<file path="config.mk">
export PLATFORM = sky130hd
export DESIGN_NAME = aging_page_replacement_unit
export DESIGN_NICKNAME = d
export VERILOG_FILES = /design/src/rtl/apr_pkg.sv /design/src/rtl/apr_ctrl.sv /design/src/rtl/apr_dp.sv /design/src/rtl/aging_page_replacement_unit.sv
export SDC_FILE = /design/constraint.sdc
export NUM_CORES = 1
export LEC_CHECK = 0
export BUFFER_PORTS_ARGS = -buffer_cell sky130_fd_sc_hd__buf_2
export CAP_MARGIN = 20
export CORE_MARGIN = 2
export CORE_UTILIZATION = 55
export CTS_BUF_LIST = sky130_fd_sc_hd__clkbuf_8
export CTS_CLUSTER_DIAMETER = 80
export CTS_CLUSTER_SIZE = 10
export DETAILED_ROUTE_END_ITERATION = 8
export GPL_ROUTABILITY_DRIVEN = 1
export PLACE_DENSITY = 0.78
export SETUP_SLACK_MARGIN = 0.02
export SYNTH_ARGS = -nofsm -noshare
export SYNTH_HDL_FRONTEND = slang
export SYNTH_SLANG_ARGS = --single-unit
</file>
<file path="constraint.sdc">
create_clock -name clk -period 5.7 [get_ports clk]
set_input_delay 0.285 -clock clk [delete_from_list [all_inputs] [get_ports clk]]
set_output_delay 0.285 -clock clk [all_outputs]
set_load 0.02 [all_outputs]
</file>
<file path="src/rtl/apr_pkg.sv">
// Shared types and constants for the aging page replacement unit.
// No dependencies; used by apr_ctrl, apr_dp and aging_page_replacement_unit.
`timescale 1ns / 1ps
`default_nettype none

package apr_pkg;

  // Fixed field widths
  localparam int TIME_W    = 32;
  localparam int IN_PAGE_W = 16;
  localparam int AGE_W     = 8;
  localparam int IDX_OUT_W = 4;
  localparam int CFG_W     = 5;
  localparam int CFG_RESET = 16;

  // Controller states
  typedef enum logic [1:0] {
    ST_IDLE,
    ST_SCAN,
    ST_LAST,
    ST_COMMIT
  } apr_state_t;

  // Controller to datapath
  typedef struct packed {
    logic load;    // capture the accepted transaction, set up the scan
    logic read;    // read the frame at the scan index, advance the index
    logic commit;  // write the hit/victim frame, load the result register
  } apr_cmd_t;

  // Datapath to controller
  typedef struct packed {
    logic scan_last;  // the scan index points at the last frame in use
    logic out_free;   // the result register can take a new result
  } apr_stat_t;

endpackage

`default_nettype wire

</file>
<file path="src/rtl/apr_ctrl.sv">
// Controller state machine for the aging page replacement unit.
// Depends on apr_pkg; drives apr_dp through apr_cmd_t, watches apr_stat_t.
`timescale 1ns / 1ps
`default_nettype none

module apr_ctrl (
  input  wire               clk,
  input  wire               rst,
  input  wire               in_valid,
  output logic              in_ready,
  input  apr_pkg::apr_stat_t stat,
  output apr_pkg::apr_cmd_t  cmd
);

  apr_pkg::apr_state_t state, state_next;

  // State register
  always_ff @(posedge clk) begin
    if (rst) begin
      state <= apr_pkg::ST_IDLE;
    end else begin
      state <= state_next;
    end
  end

  // Next state and commands
  always_comb begin
    state_next = state;
    in_ready   = 1'b0;
    cmd        = '0;
    case (state)
      apr_pkg::ST_IDLE: begin
        in_ready = 1'b1;
        if (in_valid) begin
          cmd.load   = 1'b1;
          state_next = apr_pkg::ST_SCAN;
        end
      end
      apr_pkg::ST_SCAN: begin
        cmd.read = 1'b1;
        if (stat.scan_last) begin
          state_next = apr_pkg::ST_LAST;
        end
      end
      apr_pkg::ST_LAST: begin
        // last read word is processed in this cycle
        state_next = apr_pkg::ST_COMMIT;
      end
      apr_pkg::ST_COMMIT: begin
        if (stat.out_free) begin
          cmd.commit = 1'b1;
          state_next = apr_pkg::ST_IDLE;
        end
      end
      default: begin
        state_next = apr_pkg::ST_IDLE;
      end
    endcase
  end

endmodule

`default_nettype wire

</file>
<file path="src/rtl/apr_dp.sv">
// Datapath for the aging page replacement unit: frame memory, scan pipeline,
// aging, hit search, victim selection and result register. Depends on apr_pkg.
`timescale 1ns / 1ps
`default_nettype none

module apr_dp #(
  parameter int FRAMES    = 16,
  parameter int PAGE_BITS = 16
) (
  input  wire                               clk,
  input  wire                               rst,
  input  apr_pkg::apr_cmd_t                  cmd,
  output apr_pkg::apr_stat_t                 stat,
  input  wire                               cfg_we,
  input  wire [apr_pkg::CFG_W-1:0]          cfg_wdata,
  input  wire [apr_pkg::TIME_W-1:0]         access_time,
  input  wire [apr_pkg::IN_PAGE_W-1:0]      page_number,
  output logic                              out_valid,
  input  wire                               out_ready,
  output logic                              hit,
  output logic [apr_pkg::IDX_OUT_W-1:0]     frame_index,
  output logic [apr_pkg::IN_PAGE_W-1:0]     evicted_page
);

  localparam int PW = (PAGE_BITS < apr_pkg::IN_PAGE_W) ? PAGE_BITS : apr_pkg::IN_PAGE_W;
  localparam int IW = (FRAMES > 1) ? $clog2(FRAMES) : 1;
  localparam int AW = apr_pkg::AGE_W;
  localparam int WW = PW + AW + 1;  // {page, age, referenced}

  // Configuration and per-transaction registers
  logic [apr_pkg::CFG_W-1:0]  frames_in_use;
  logic [apr_pkg::TIME_W-1:0] last_time;
  logic [PW-1:0]              cur_page;
  logic                       age_flag;
  logic [IW-1:0]              last_idx;
  logic [IW-1:0]              last_idx_next;
  logic [IW-1:0]              rd_idx;

  // Frame memory and valid bits
  logic [WW-1:0] mem [FRAMES];
  logic [FRAMES-1:0] vbit;
  logic [WW-1:0] rd_q;
  logic          rd_v;
  logic [IW-1:0] rd_pj;
  logic          rd_valid;

  // Scan results
  logic          hit_found;
  logic [IW-1:0] hit_idx;
  logic [AW-1:0] hit_age;
  logic [IW-1:0] best_idx;
  logic [AW-1:0] best_age;
  logic [PW-1:0] best_page;

  // Processing stage signals
  logic [PW-1:0] d_page;
  logic [AW-1:0] d_age;
  logic          d_ref;
  logic [AW-1:0] new_age;
  logic          take_best;
  logic          mem_we;
  logic [IW-1:0] mem_waddr;
  logic [WW-1:0] mem_wdata;
  logic [IW-1:0] sel_idx;

  // Active frame count clamped to 1..FRAMES, as last index
  always_comb begin
    int lim;
    lim = int'(frames_in_use);
    if (lim < 1) lim = 1;
    if (lim > FRAMES) lim = FRAMES;
    last_idx_next = IW'(lim - 1);
  end

  // Configuration register
  always_ff @(posedge clk) begin
    if (rst) begin
      frames_in_use <= apr_pkg::CFG_W'(apr_pkg::CFG_RESET);
    end else if (cfg_we) begin
      frames_in_use <= cfg_wdata;
    end
  end

  // Capture the access and decide on aging
  always_ff @(posedge clk) begin
    if (rst) begin
      last_time <= '0;
    end else if (cmd.load && (access_time > last_time)) begin
      last_time <= access_time;
    end
  end

  always_ff @(posedge clk) begin
    if (cmd.load) begin
      cur_page <= page_number[PW-1:0];
      age_flag <= (access_time > last_time) && (last_time != '0);
      last_idx <= last_idx_next;
    end
  end

  // Scan index
  always_ff @(posedge clk) begin
    if (cmd.load) begin
      rd_idx <= '0;
    end else if (cmd.read) begin
      rd_idx <= rd_idx + 1'b1;
    end
  end

  assign stat.scan_last = (rd_idx == last_idx);
  assign stat.out_free  = !out_valid || out_ready;

  // Registered memory read
  always_ff @(posedge clk) begin
    if (cmd.read) begin
      rd_q  <= mem[rd_idx];
      rd_v  <= vbit[rd_idx];
      rd_pj <= rd_idx;
    end
  end

  always_ff @(posedge clk) begin
    if (rst) begin
      rd_valid <= 1'b0;
    end else begin
      rd_valid <= cmd.read;
    end
  end

  // Decode read word; a never-written frame reads as empty
  always_comb begin
    d_page = rd_v ? rd_q[WW-1 -: PW] : '0;
    d_age  = rd_v ? rd_q[AW:1] : '0;
    d_ref  = rd_v ? rd_q[0] : 1'b0;
    new_age = d_age;
    if (age_flag && (d_page != '0)) begin
      new_age = {d_ref, d_age[AW-1:1]};
    end
    take_best = (rd_pj == '0) || (new_age < best_age) ||
                ((new_age == best_age) && (d_page < best_page));
  end

  // Hit search and victim tracking
  always_ff @(posedge clk) begin
    if (cmd.load) begin
      hit_found <= 1'b0;
    end else if (rd_valid) begin
      if (!hit_found && (d_page == cur_page)) begin
        hit_found <= 1'b1;
        hit_idx   <= rd_pj;
        hit_age   <= new_age;
      end
      if (take_best) begin
        best_idx  <= rd_pj;
        best_age  <= new_age;
        best_page <= d_page;
      end
    end
  end

  // Memory write: aging write-back during the scan, final update at commit
  assign sel_idx = hit_found ? hit_idx : best_idx;

  always_comb begin
    mem_we    = 1'b0;
    mem_waddr = rd_pj;
    mem_wdata = {d_page, new_age, 1'b0};
    if (cmd.commit) begin
      mem_we    = 1'b1;
      mem_waddr = sel_idx;
      mem_wdata = hit_found ? {cur_page, hit_age, 1'b1} : {cur_page, {AW{1'b0}}, 1'b1};
    end else if (rd_valid && age_flag) begin
      mem_we = 1'b1;
    end
  end

  always_ff @(posedge clk) begin
    if (mem_we) begin
      mem[mem_waddr] <= mem_wdata;
    end
  end

  always_ff @(posedge clk) begin
    if (rst) begin
      vbit <= '0;
    end else if (mem_we) begin
      vbit[mem_waddr] <= 1'b1;
    end
  end

  // Result register
  always_ff @(posedge clk) begin
    if (rst) begin
      out_valid <= 1'b0;
    end else if (cmd.commit) begin
      out_valid <= 1'b1;
    end else if (out_ready) begin
      out_valid <= 1'b0;
    end
  end

  always_ff @(posedge clk) begin
    if (cmd.commit) begin
      hit          <= hit_found;
      frame_index  <= apr_pkg::IDX_OUT_W'(sel_idx);
      evicted_page <= hit_found ? '0 : apr_pkg::IN_PAGE_W'(best_page);
    end
  end

`ifndef SYNTH
  // Result register is never overwritten while a result is pending
  a_commit_free: assert property (@(posedge clk) disable iff (rst)
    cmd.commit |-> (!out_valid || out_ready))
    else $error("commit while result pending");

  // Processing stage only sees data from a read issued the cycle before
  a_rd_pipe: assert property (@(posedge clk) disable iff (rst)
    rd_valid |-> $past(cmd.read))
    else $error("read data without read");

  // Scan stays inside the frames in use
  a_scan_range: assert property (@(posedge clk) disable iff (rst)
    cmd.read |-> (rd_idx <= last_idx))
    else $error("scan index past last frame");

  // A commit always presents a result next cycle
  a_commit_out: assert property (@(posedge clk) disable iff (rst)
    cmd.commit |=> out_valid)
    else $error("commit without result");
`endif

endmodule

`default_nettype wire

</file>
<file path="src/rtl/aging_page_replacement_unit.sv">
// Top level of the aging page replacement unit.
// Depends on apr_pkg; instantiates apr_ctrl and apr_dp.
`timescale 1ns / 1ps
`default_nettype none

// Usage:
//   Input channel (in_valid/in_ready) carries one access: access_time and
//   page_number. Output channel (out_valid/out_ready) returns one result per
//   access: hit, frame_index and evicted_page.
//   cfg_we/cfg_wdata writes frames_in_use (0 acts as 1, above FRAMES acts as
//   FRAMES); write it only while the unit is idle.
// Timing:
//   After a transaction is accepted, the frames in use are scanned one per
//   cycle through the single read port of the frame memory (aging write-back,
//   hit search and victim choice in one pass). The result register is loaded
//   at commit, after the scan and a last processing state; a new access is
//   accepted only once the controller is back in idle, after that commit.
// Reset:
//   Synchronous, active high. All frames read as empty with zero age, the
//   stored tick is zero and frames_in_use is 16.
// Stall:
//   The result register holds a finished result while out_ready is low; the
//   next access is still accepted and scanned, then waits before its update
//   until the register frees up.
module aging_page_replacement_unit #(
  parameter int FRAMES    = 16,
  parameter int PAGE_BITS = 16
) (
  input  wire                               clk,
  input  wire                               rst,
  input  wire                               cfg_we,
  input  wire [apr_pkg::CFG_W-1:0]          cfg_wdata,
  input  wire                               in_valid,
  output logic                              in_ready,
  input  wire [apr_pkg::TIME_W-1:0]         access_time,
  input  wire [apr_pkg::IN_PAGE_W-1:0]      page_number,
  output logic                              out_valid,
  input  wire                               out_ready,
  output logic                              hit,
  output logic [apr_pkg::IDX_OUT_W-1:0]     frame_index,
  output logic [apr_pkg::IN_PAGE_W-1:0]     evicted_page
);

  apr_pkg::apr_cmd_t  cmd;
  apr_pkg::apr_stat_t stat;

  apr_ctrl u_ctrl (
    .clk      (clk),
    .rst      (rst),
    .in_valid (in_valid),
    .in_ready (in_ready),
    .stat     (stat),
    .cmd      (cmd)
  );

  apr_dp #(
    .FRAMES    (FRAMES),
    .PAGE_BITS (PAGE_BITS)
  ) u_dp (
    .clk          (clk),
    .rst          (rst),
    .cmd          (cmd),
    .stat         (stat),
    .cfg_we       (cfg_we),
    .cfg_wdata    (cfg_wdata),
    .access_time  (access_time),
    .page_number  (page_number),
    .out_valid    (out_valid),
    .out_ready    (out_ready),
    .hit          (hit),
    .frame_index  (frame_index),
    .evicted_page (evicted_page)
  );

endmodule

`default_nettype wire

</file>
==> summary.md, run 1 <==
| Metric | Value |
|---|---|
| CP Capture Type | `register` |
| Dominant combinational cell family by area after synthesis | `multiplexers` |
| Commonest cells in the netlist | `edfxtp_1 (512), mux4_2 (130), nor2_1 (85)` |
| Count of antenna-violating nets left after detailed routing | `0` |
| Layout filler cell count | `~3000` |
| Maxcap violations | `0` |
| Total net switching power | `between 3 and 4 mW` |
| Fraction of post-synthesis cell area in the top cell type by area | `approximately 64%` |
| Outcome | `complete, no violations` |
| H-tree depth | `3` |
| Setup repair bufs after CTS | `0` |
| Max transition margin | `between 20% and 30%` |
| Signal arrival time at the worst endpoint | `4.65 ns` |
| Floorplan die area | `~45000 um2` |
| Reg-to-reg setup timing slack | `approximately 1.3 ns` |
| Number of global-route vias before repair | `between 10000 and 15000` |
| Initial core utilization | `about 56%` |
| Tightest Pin Transition | `1.17 ns` |
| Global-route wire length before repair | `about 79000 um` |
| Final hold violation count | `0` |
| Aggregate routed wire length | `53200 um` |
| Crit start category | `register` |
| Power density over cell area | `393 nW/um2` |
| Achievable frequency | `~0.23 GHz` |
| Net switching share of the total power | `between 20% and 30%` |
| Final core utilization | `62.7%` |
| Register clock-pin slew on the reported worst setup and hold paths | `about 0.080 ns` |
| Post-synth EDFFs | `~510` |
| Post-layout minimum cycle time | `between 4 and 5 ns` |
| Iteration count of the initial detailed-routing pass | `5` |
| Vias | `between 10000 and 15000` |
| Number of buffers inserted during clock tree synthesis | `68` |
| Sum of negative setup slack | `0 ns` |
| Initial DRC count | `around 1600` |
| Static leakage | `9.34 nW` |
| R2R Path End | `u_dp.best_page[4]` |
| Largest area contributor in the netlist | `edfxtp_1` |
| Final instance area | `around 27000 um2` |
| Syn Area/Cell | `between 15 and 20 um2` |
| Setup WS pre-CTS | `roughly 1.5 ns` |
| Clock latency reported for the late side of the worst-skew pair | `approximately 0.64 ns` |
| Final clock period utilization by the worst path | `between 70% and 80%` |
| Initial antenna violation count | `0` |
| Cell area reported after detailed placement | `25100 um2` |
| Tot GR Track Use | `between 20% and 30%` |
| Max FO, Critical Path | `23` |
| Setup slack of the critical path after layout | `around 1.3 ns` |
| Synth top area cells | `edfxtp_1 (64%), mux4_2 (12%), dfxtp_1 (5.2%)` |
| Synthesized cell area | `approximately 24000 um2` |
| GRT overflow | `0` |
| Combinational fraction of design power | `a little under a quarter` |
| Synth Net Count | `between 1000 and 1500` |
| Startpoint of the worst register-to-register path | `u_dp.rd_q[21]` |
| XOR/XNOR share of the synthesized area | `0.549%` |
| Largest net degree at the start of global routing | `90` |
| Count of boundary I/O pins | `between 80 and 90` |
| Adder and majority cell fraction of the synthesized area | `3.19%` |
| Synthesized-area fraction occupied by and/or/nand/nor cells | `about 6.7%` |
| Proportion of synthesized area in mux cells | `roughly 15%` |
| Sequential cell fraction of total power | `approximately 52%` |
| Clock tree from TritonCTS | `yes` |
| Instance count after placement with tap cells included | `1975` |
| Proportion of synthesized chip area in sequential cells | `between 60% and 70%` |
| Layout-stage area growth over the synthesis result | `12.6%` |
| Synth Warn # | `0` |
| Deepest clock path buffer count | `3` |
| Fraction of layout cells with a size suffix above 1 | `27.2%` |
| IO Port Bufs | `80` |
| Height of the die | `roughly 210 um` |
| Kind of path behind the tightest hold check | `input port to register` |
| Routability Congestion | `just over 0.9` |
| CTS sink count | `574` |
| Cell internal pwr | `7.50 mW` |
| Type of the setup path with the least slack | `register to register` |
| Core area | `43000 um2` |
| Number of pins with negative max-slew slack in the final report | `0` |
| Die boundary width | `~210 um` |
| Routed wire per std cell | `between 20 and 25 um` |
| Cell count after synthesis | `roughly 1300` |
| Number of different library cells in the post-synthesis netlist | `62` |
| Power after layout | `about 11 mW` |
| Count of unresolved DRC violations after routing | `0` |
| Worst Hold End | `u_dp.last_time[10]` |
| Count of cells along the worst hold path | `3` |
| Depth of the worst register-to-register path | `13` |
| WHS | `around 0.043 ns` |
| IR drop worst, VDD | `~0.27 mV` |
| Compound-cell area share of the yosys netlist | `2.87%` |
| Number of nets in the layout | `approximately 1600` |
| Yosys reg bits | `between 500 and 600` |
| Clock group share of total power | `about 24%` |
| RSZ-0062 raised after global routing | `false` |
| Number of vias per cell | `about 6` |
| Final clock skew | `approximately 0.047 ns` |
| Min-Delay Startpoint | `access_time[10]` |
| Dpl hpwl | `about 31000 um` |
| Ys flop type | `edfxtp_1` |
| Most frequent cell after synthesis | `edfxtp_1` |
| Final non-filler cell total | `about 2100` |
| ANT cells | `0` |
| Num rows | `76` |
| Worst EP required | `approximately 6.0 ns` |
| Ys async rst share | `0%` |
| Library cell used as clock root buffer | `clkbuf_8` |
| Total setup violations reported at the end of the flow | `0` |
## registers in the layout, summed over array words and instances, names as in the netlist, 5 cells and up
name,count
u_dp.cur_page,16
u_dp.rd_q,25
u_dp.best_age,8
u_dp.evicted_page,16
u_dp.hit_age,8
u_dp.best_page,16
u_dp.vbit,16
u_dp.frames_in_use,5
u_dp.last_time,32
u_dp.mem,400
## worst max path at each step
stage / start / endpoint / slack [ns]
6_report: u_dp.rd_q[21] / u_dp.best_page[4] / 1.32
2_1_floorplan: u_dp.rd_q[21] / u_dp.best_age[0] / 1.53
3_3_place_gp: u_dp.rd_q[15] / u_dp.best_idx[3] / 1.66
3_5_place_dp: u_dp.rd_q[21] / u_dp.best_page[4] / 1.47
4_1_cts: u_dp.rd_q[21] / u_dp.best_page[4] / 1.43
5_1_grt: u_dp.rd_q[13] / u_dp.best_page[3] / 1.01
## layout make-up
type                    count  area, um2  share of cell area [%]
flip-flops and latches    574      16600                    61.7
multi-input cells         641       6900                    25.6
repair buffers            165       1270                    4.70
clock buffers              70        963                    3.58
well taps                 585        732                    2.72
inverters                  69        259                   0.962
clock inverters            34        179                   0.664
## power by group through the flow
| stage | clock network [mW] | logic [mW] | registers (mW) |
|---|---|---|---|
| detailed placement | 0 | 2.47 | 5.60 |
| global placement | 0 | 2.39 | 5.58 |
| global route | 2.78 | 2.72 | 5.55 |
| CTS | 2.63 | 2.50 | 5.51 |
| floorplan | 0 | 1.87 | 5.45 |
| finish | 2.57 | 2.51 | 5.51 |
## layout by cell type (no fill, tap or decap), types with 3 or more instances in the layout
cell type	n
a21o_1	13
dlygate4sd3_1	54
nor2b_1	16
buf_2	80
nor2_1	69
or2b_1	3
buf_4	26
nand2b_1	11
o32a_1	4
o21ai_1	3
or2b_2	54
nand3_1	15
nor3_1	3
dfxtp_1	58
nand2_1	19
and2_1	14
xnor2_1	13
ha_1	60
mux2_2	16
mux2i_1	48
nor2_4	16
inv_1	94
clkbuf_8	70
buf_16	4
nand3b_1	6
o31ai_1	3
and3_1	8
o21ai_0	19
a22oi_1	7
nand4_1	15
inv_6	3
edfxtp_1	512
a21oi_1	20
a32oi_1	3
nor4_1	13
mux4_2	130
## cells by family (layout without fill, tap and decap cells)
group / Yosys count / count (layout)
flops: 574 / 574
simple gates: 273 / 273
mux: 194 / 194
buf+inv: 124 / 338
compound gates: 98 / 98
fa+ha+maj: 61 / 61
xor+xnor: 15 / 15
## per-layer routing
metal  vias to the layer above  global-route usage, %  share of wire (%)
met5                         -                      0                  0
met4                         0                   9.19                3.3
met3                       111                   5.17                9.3
met2                       662                   37.2                 46
met1                      6507                   34.7                 41
li1                       5590                      -                  -
## critical path: stages, from the launching register on
cell and delay [ns]:
edfxtp_1 0.46, nor4_1 0.35, nand2_1 0.13, o211ai_2 0.57, mux2i_1 0.33, nor2b_1 0.13, ha_1 0.31, nand4_1 0.08
a2111oi_0 0.62, a222oi_1 0.19, o41ai_1 0.11, nand3_1 0.14, o21ai_2 0.19, buf_4 0.39
## timing repair
item	in CTS	in global routing
hold endpoints to repair	52	0
resized for setup	0	0
hold buffers	54	0
Note: power is estimated with default switching activity, not from simulation.
==> run 2: changes to the inputs <==
- ABC_AREA: unset -> 1
- PLACE_DENSITY: 0.78 -> 0.81
- clock period: 5.7 -> 3.7 ns (I/O delays scaled with it)
==> run 2 against run 1 <==
  * Utilization is 0.70 points lower
  * Combinational power rose by 140%
  * Die area rose by 1.7%
  * Design area is 1.1% higher
  * Critical path depth grew 2
  * Largest cell class unchanged
  * Largest power group unchanged
==> summary.md, run 2 <==
| Metric | Value |
|---|---|
| Achievable frequency | `just under 0.3 GHz` |
| Count of cells along the worst hold path | `2` |
| Routed met1 length | `23000 um` |
| Outcome | `complete, no violations` |
| Num rows | `between 70 and 80` |
| Maxcap violations | `0` |
| Aggregate routed wire length | `between 60000 and 70000 um` |
| Number of global-route vias before repair | `between 15000 and 20000` |
| Total setup violations reported at the end of the flow | `0` |
| Number of buffers inserted during clock tree synthesis | `67` |
| Static leakage | `10.3 nW` |
| Signal arrival time at the worst endpoint | `between 3 and 4 ns` |
| CP Capture Type | `register` |
| Routability Congestion | `0.931` |
| Startpoint of the worst register-to-register path | `u_dp.rd_v` |
| Layout filler cell count | `3191` |
| Most frequent cells in the layout | `edfxtp_1 (512), nor2_1 (293), o21ai_0 (241), nand2_1 (232), inv_1 (219)` |
| Number of flip-flops under the largest register name | `400` |
| Clock tree from TritonCTS | `yes` |
| Worst Hold End | `u_dp.cur_page[1]` |
| Syn Area/Cell | `between 10 and 15 um2` |
| Power density over cell area | `roughly 680 nW/um2` |
| Top layer in use | `met4` |
| Post-layout minimum cycle time | `about 3.5 ns` |
| Tot GR Track Use | `a little over a quarter` |
| RSZ-0062 raised after global routing | `false` |
| Final clock skew | `roughly 0.035 ns` |
| Dpl hpwl | `about 35000 um` |
| Total net switching power | `about 6.7 mW` |
| Deepest clock path buffer count | `3` |
| Combinational fraction of design power | `32.6%` |
| Core area | `roughly 44000 um2` |
| Die boundary width | `between 200 and 250 um` |
| Number of nets in the layout | `2356` |
| Layout-stage area growth over the synthesis result | `11.8%` |
| Registers with the most flip-flops | `u_dp.mem (400), u_dp.last_time (32), u_dp.rd_q (25)` |
| Met3 WL | `5890 um` |
| Synth Net Count | `2201` |
| Final core utilization | `between 60% and 70%` |
| Count of unresolved DRC violations after routing | `0` |
| R2R Path End | `u_dp.best_page[13]` |
| Number of vias per cell | `between 6 and 7` |
| Tightest Pin Transition | `between 0.9 and 1 ns` |
| Initial antenna violation count | `0` |
| Instance count after placement with tap cells included | `2699` |
| Library cell used as clock root buffer | `clkbuf_8` |
| Clock latency reported for the late side of the worst-skew pair | `between 0.6 and 0.7 ns` |
| Synthesized cell area | `approximately 24000 um2` |
| Sequential cell fraction of total power | `a little under half` |
| ANT cells | `0` |
| Iteration count of the initial detailed-routing pass | `8` |
| Initial core utilization | `a little under three fifths` |
| Number of different library cells in the post-synthesis netlist | `45` |
| H-tree depth | `3` |
| Commonest cells in the netlist | `edfxtp_1 (512), nor2_1 (293), o21ai_0 (242)` |
| Vias | `~17000` |
| Register ranked first by flip-flop count | `u_dp.mem` |
| IR drop worst, VDD | `0.546 mV` |
| Post-synth EDFFs | `between 500 and 600` |
| GRT overflow | `0` |
| Depth of the worst register-to-register path | `15` |
| Yosys reg bits | `between 500 and 600` |
| Fraction of post-synthesis cell area in the top cell type by area | `63.2%` |
| Count of antenna-violating nets left after detailed routing | `0` |
| Kind of path behind the tightest hold check | `input port to register` |
| Initial DRC count | `approximately 2600` |
| Crit start category | `register` |
| Synth top area cells | `edfxtp_1 (63%), dfxtp_1 (5.1%), o21ai_0 (5.0%)` |
| Ys async rst share | `0%` |
| Final clock period utilization by the worst path | `between 90 and 100%` |
| Min-Delay Startpoint | `page_number[1]` |
| Type of the setup path with the least slack | `register to register` |
| Most frequent cell after synthesis | `edfxtp_1` |
| Ys flop type | `edfxtp_1` |
| Routed met2 length | `29900 um` |
| Fraction of layout cells with a size suffix above 1 | `12.3%` |
| Setup repair bufs after CTS | `0` |
| Register clock-pin slew on the reported worst setup and hold paths | `0.08 ns` |
| Number of pins with negative max-slew slack in the final report | `0` |
| Height of the die | `about 210 um` |
| Global-route wire length before repair | `slightly above 90000 um` |
| CTS sink count | `574` |
| Sum of negative setup slack | `0 ns` |
| Net switching share of the total power | `between 30% and 40%` |
| Routed wire per std cell | `roughly 21 um` |
| Final hold violation count | `0` |
| IO Port Bufs | `80` |
| Max FO, Critical Path | `23` |
| Cell internal pwr | `11.9 mW` |
| Final non-filler cell total | `about 2900` |
| Count of boundary I/O pins | `81` |
| Clock group share of total power | `approximately 21%` |
| Floorplan die area | `46000 um2` |
| Cell count after synthesis | `between 2000 and 2500` |
| Synth Warn # | `0` |
| Proportion of synthesized chip area in sequential cells | `about two thirds` |
| Leading cell type in the layout, fill and taps excluded | `edfxtp_1` |
| Largest area contributor in the netlist | `edfxtp_1` |
| Largest net degree at the start of global routing | `approximately 110` |
| Worst EP required | `roughly 4.0 ns` |
| Max transition margin | `around a third` |
| Reg-to-reg setup timing slack | `0.24 ns` |
-- run 2: cell count changes after synthesis, sizes merged, moves of 57 or more --
cell	delta
o21ai	+232
nor2	+212
inv	+140
or2b	-57
o221ai	+73
nand2	+221
mux4	-130
-- run 2: how the worst max path moves through the flow --
stage | to | slack, ns | startpoint | cells after the start
3_3_place_gp | u_dp.best_page[10] | 0.36 | u_dp.rd_v | 15
2_1_floorplan | u_dp.best_age[0] | 0.38 | u_dp.rd_v | 15
6_report | u_dp.best_page[13] | 0.24 | u_dp.rd_v | 15
4_1_cts | u_dp.best_page[13] | 0.21 | u_dp.rd_v | 15
5_1_grt | u_dp.best_page[15] | 0.02 | u_dp.rd_v | 15
3_5_place_dp | u_dp.best_page[15] | 0.30 | u_dp.rd_v | 15
-- run 2: cell type report --
type                    instances  area [um2]  area share, %
repair buffers                200        1570           5.75
clock buffers                  68         936           3.44
multi-input cells            1182        6410           23.6
inverters                     212         800           2.94
flip-flops and latches        574       16600           61.1
clock inverters                31         144          0.529
well taps                     592         741           2.72
-- run 2: power groups by stage --
stage / Clock [mW] / Combinational, mW / Sequential [mW]
after floorplan: 0 / 3.90 / 8.81
after global placement: 0 / 5.58 / 8.83
after detailed placement: 0 / 5.83 / 8.85
after CTS: 3.89 / 5.90 / 8.71
after global routing: 4.11 / 6.65 / 8.76
final: 3.83 / 6.07 / 8.72
-- run 2: critical path: stages (launching register included) --
cell      delay [ns]
edfxtp_1        0.55
buf_4           0.25
nand2_1         0.13
nand4_1         0.13
nor2_1          0.19
nand3_2         0.18
nand2_4         0.25
nand3_2         0.10
o21ai_2         0.11
ha_1            0.28
a21oi_1         0.13
nor2_1          0.06
a211oi_1        0.19
a21oi_1         0.11
a21oi_2         0.19
buf_6           0.27
-- run 2: stage by stage --
stage                     setup WS, ns  hold WS (ns)  instance area [um2]  power [mW]
after floorplan                  0.379         0.284                24300        12.7
after global placement           0.360         0.361                25500        14.4
after detailed placement         0.296         0.364                25500        14.7
after CTS                        0.214         0.216                27200        18.5
after global routing            0.0219         0.251                27200        19.5
final                            0.240         0.273                27200        18.6
-- run 2: metal layers --
layer	track usage, %	up-vias
met4	12.3	0
met2	43.8	1075
met1	34.3	8250
met5	0	-
li1	-	7689
met3	3.96	157
-- run 2: what timing repair did --
action,in CTS,in global routing
hold endpoints to repair,68,0
resized for setup,0,1
setup endpoints to repair,0,23
hold buffers,58,0
-- run 2: cell families (layout without fill, tap and decap cells) --
| group | Yosys count | in the layout | share of synthesized area (%) |
|---|---|---|---|
| xor gates and xnor gates | 14 | 14 | 0.504 |
| DFF | 574 | 574 | 68.3 |
| and+or+nand+nor | 664 | 664 | 11.8 |
| buffers and inverters | 326 | 511 | 5.42 |
| AOI/OAI and AO/OA | 443 | 443 | 10.9 |
| adders and majority gates | 61 | 61 | 3.14 |
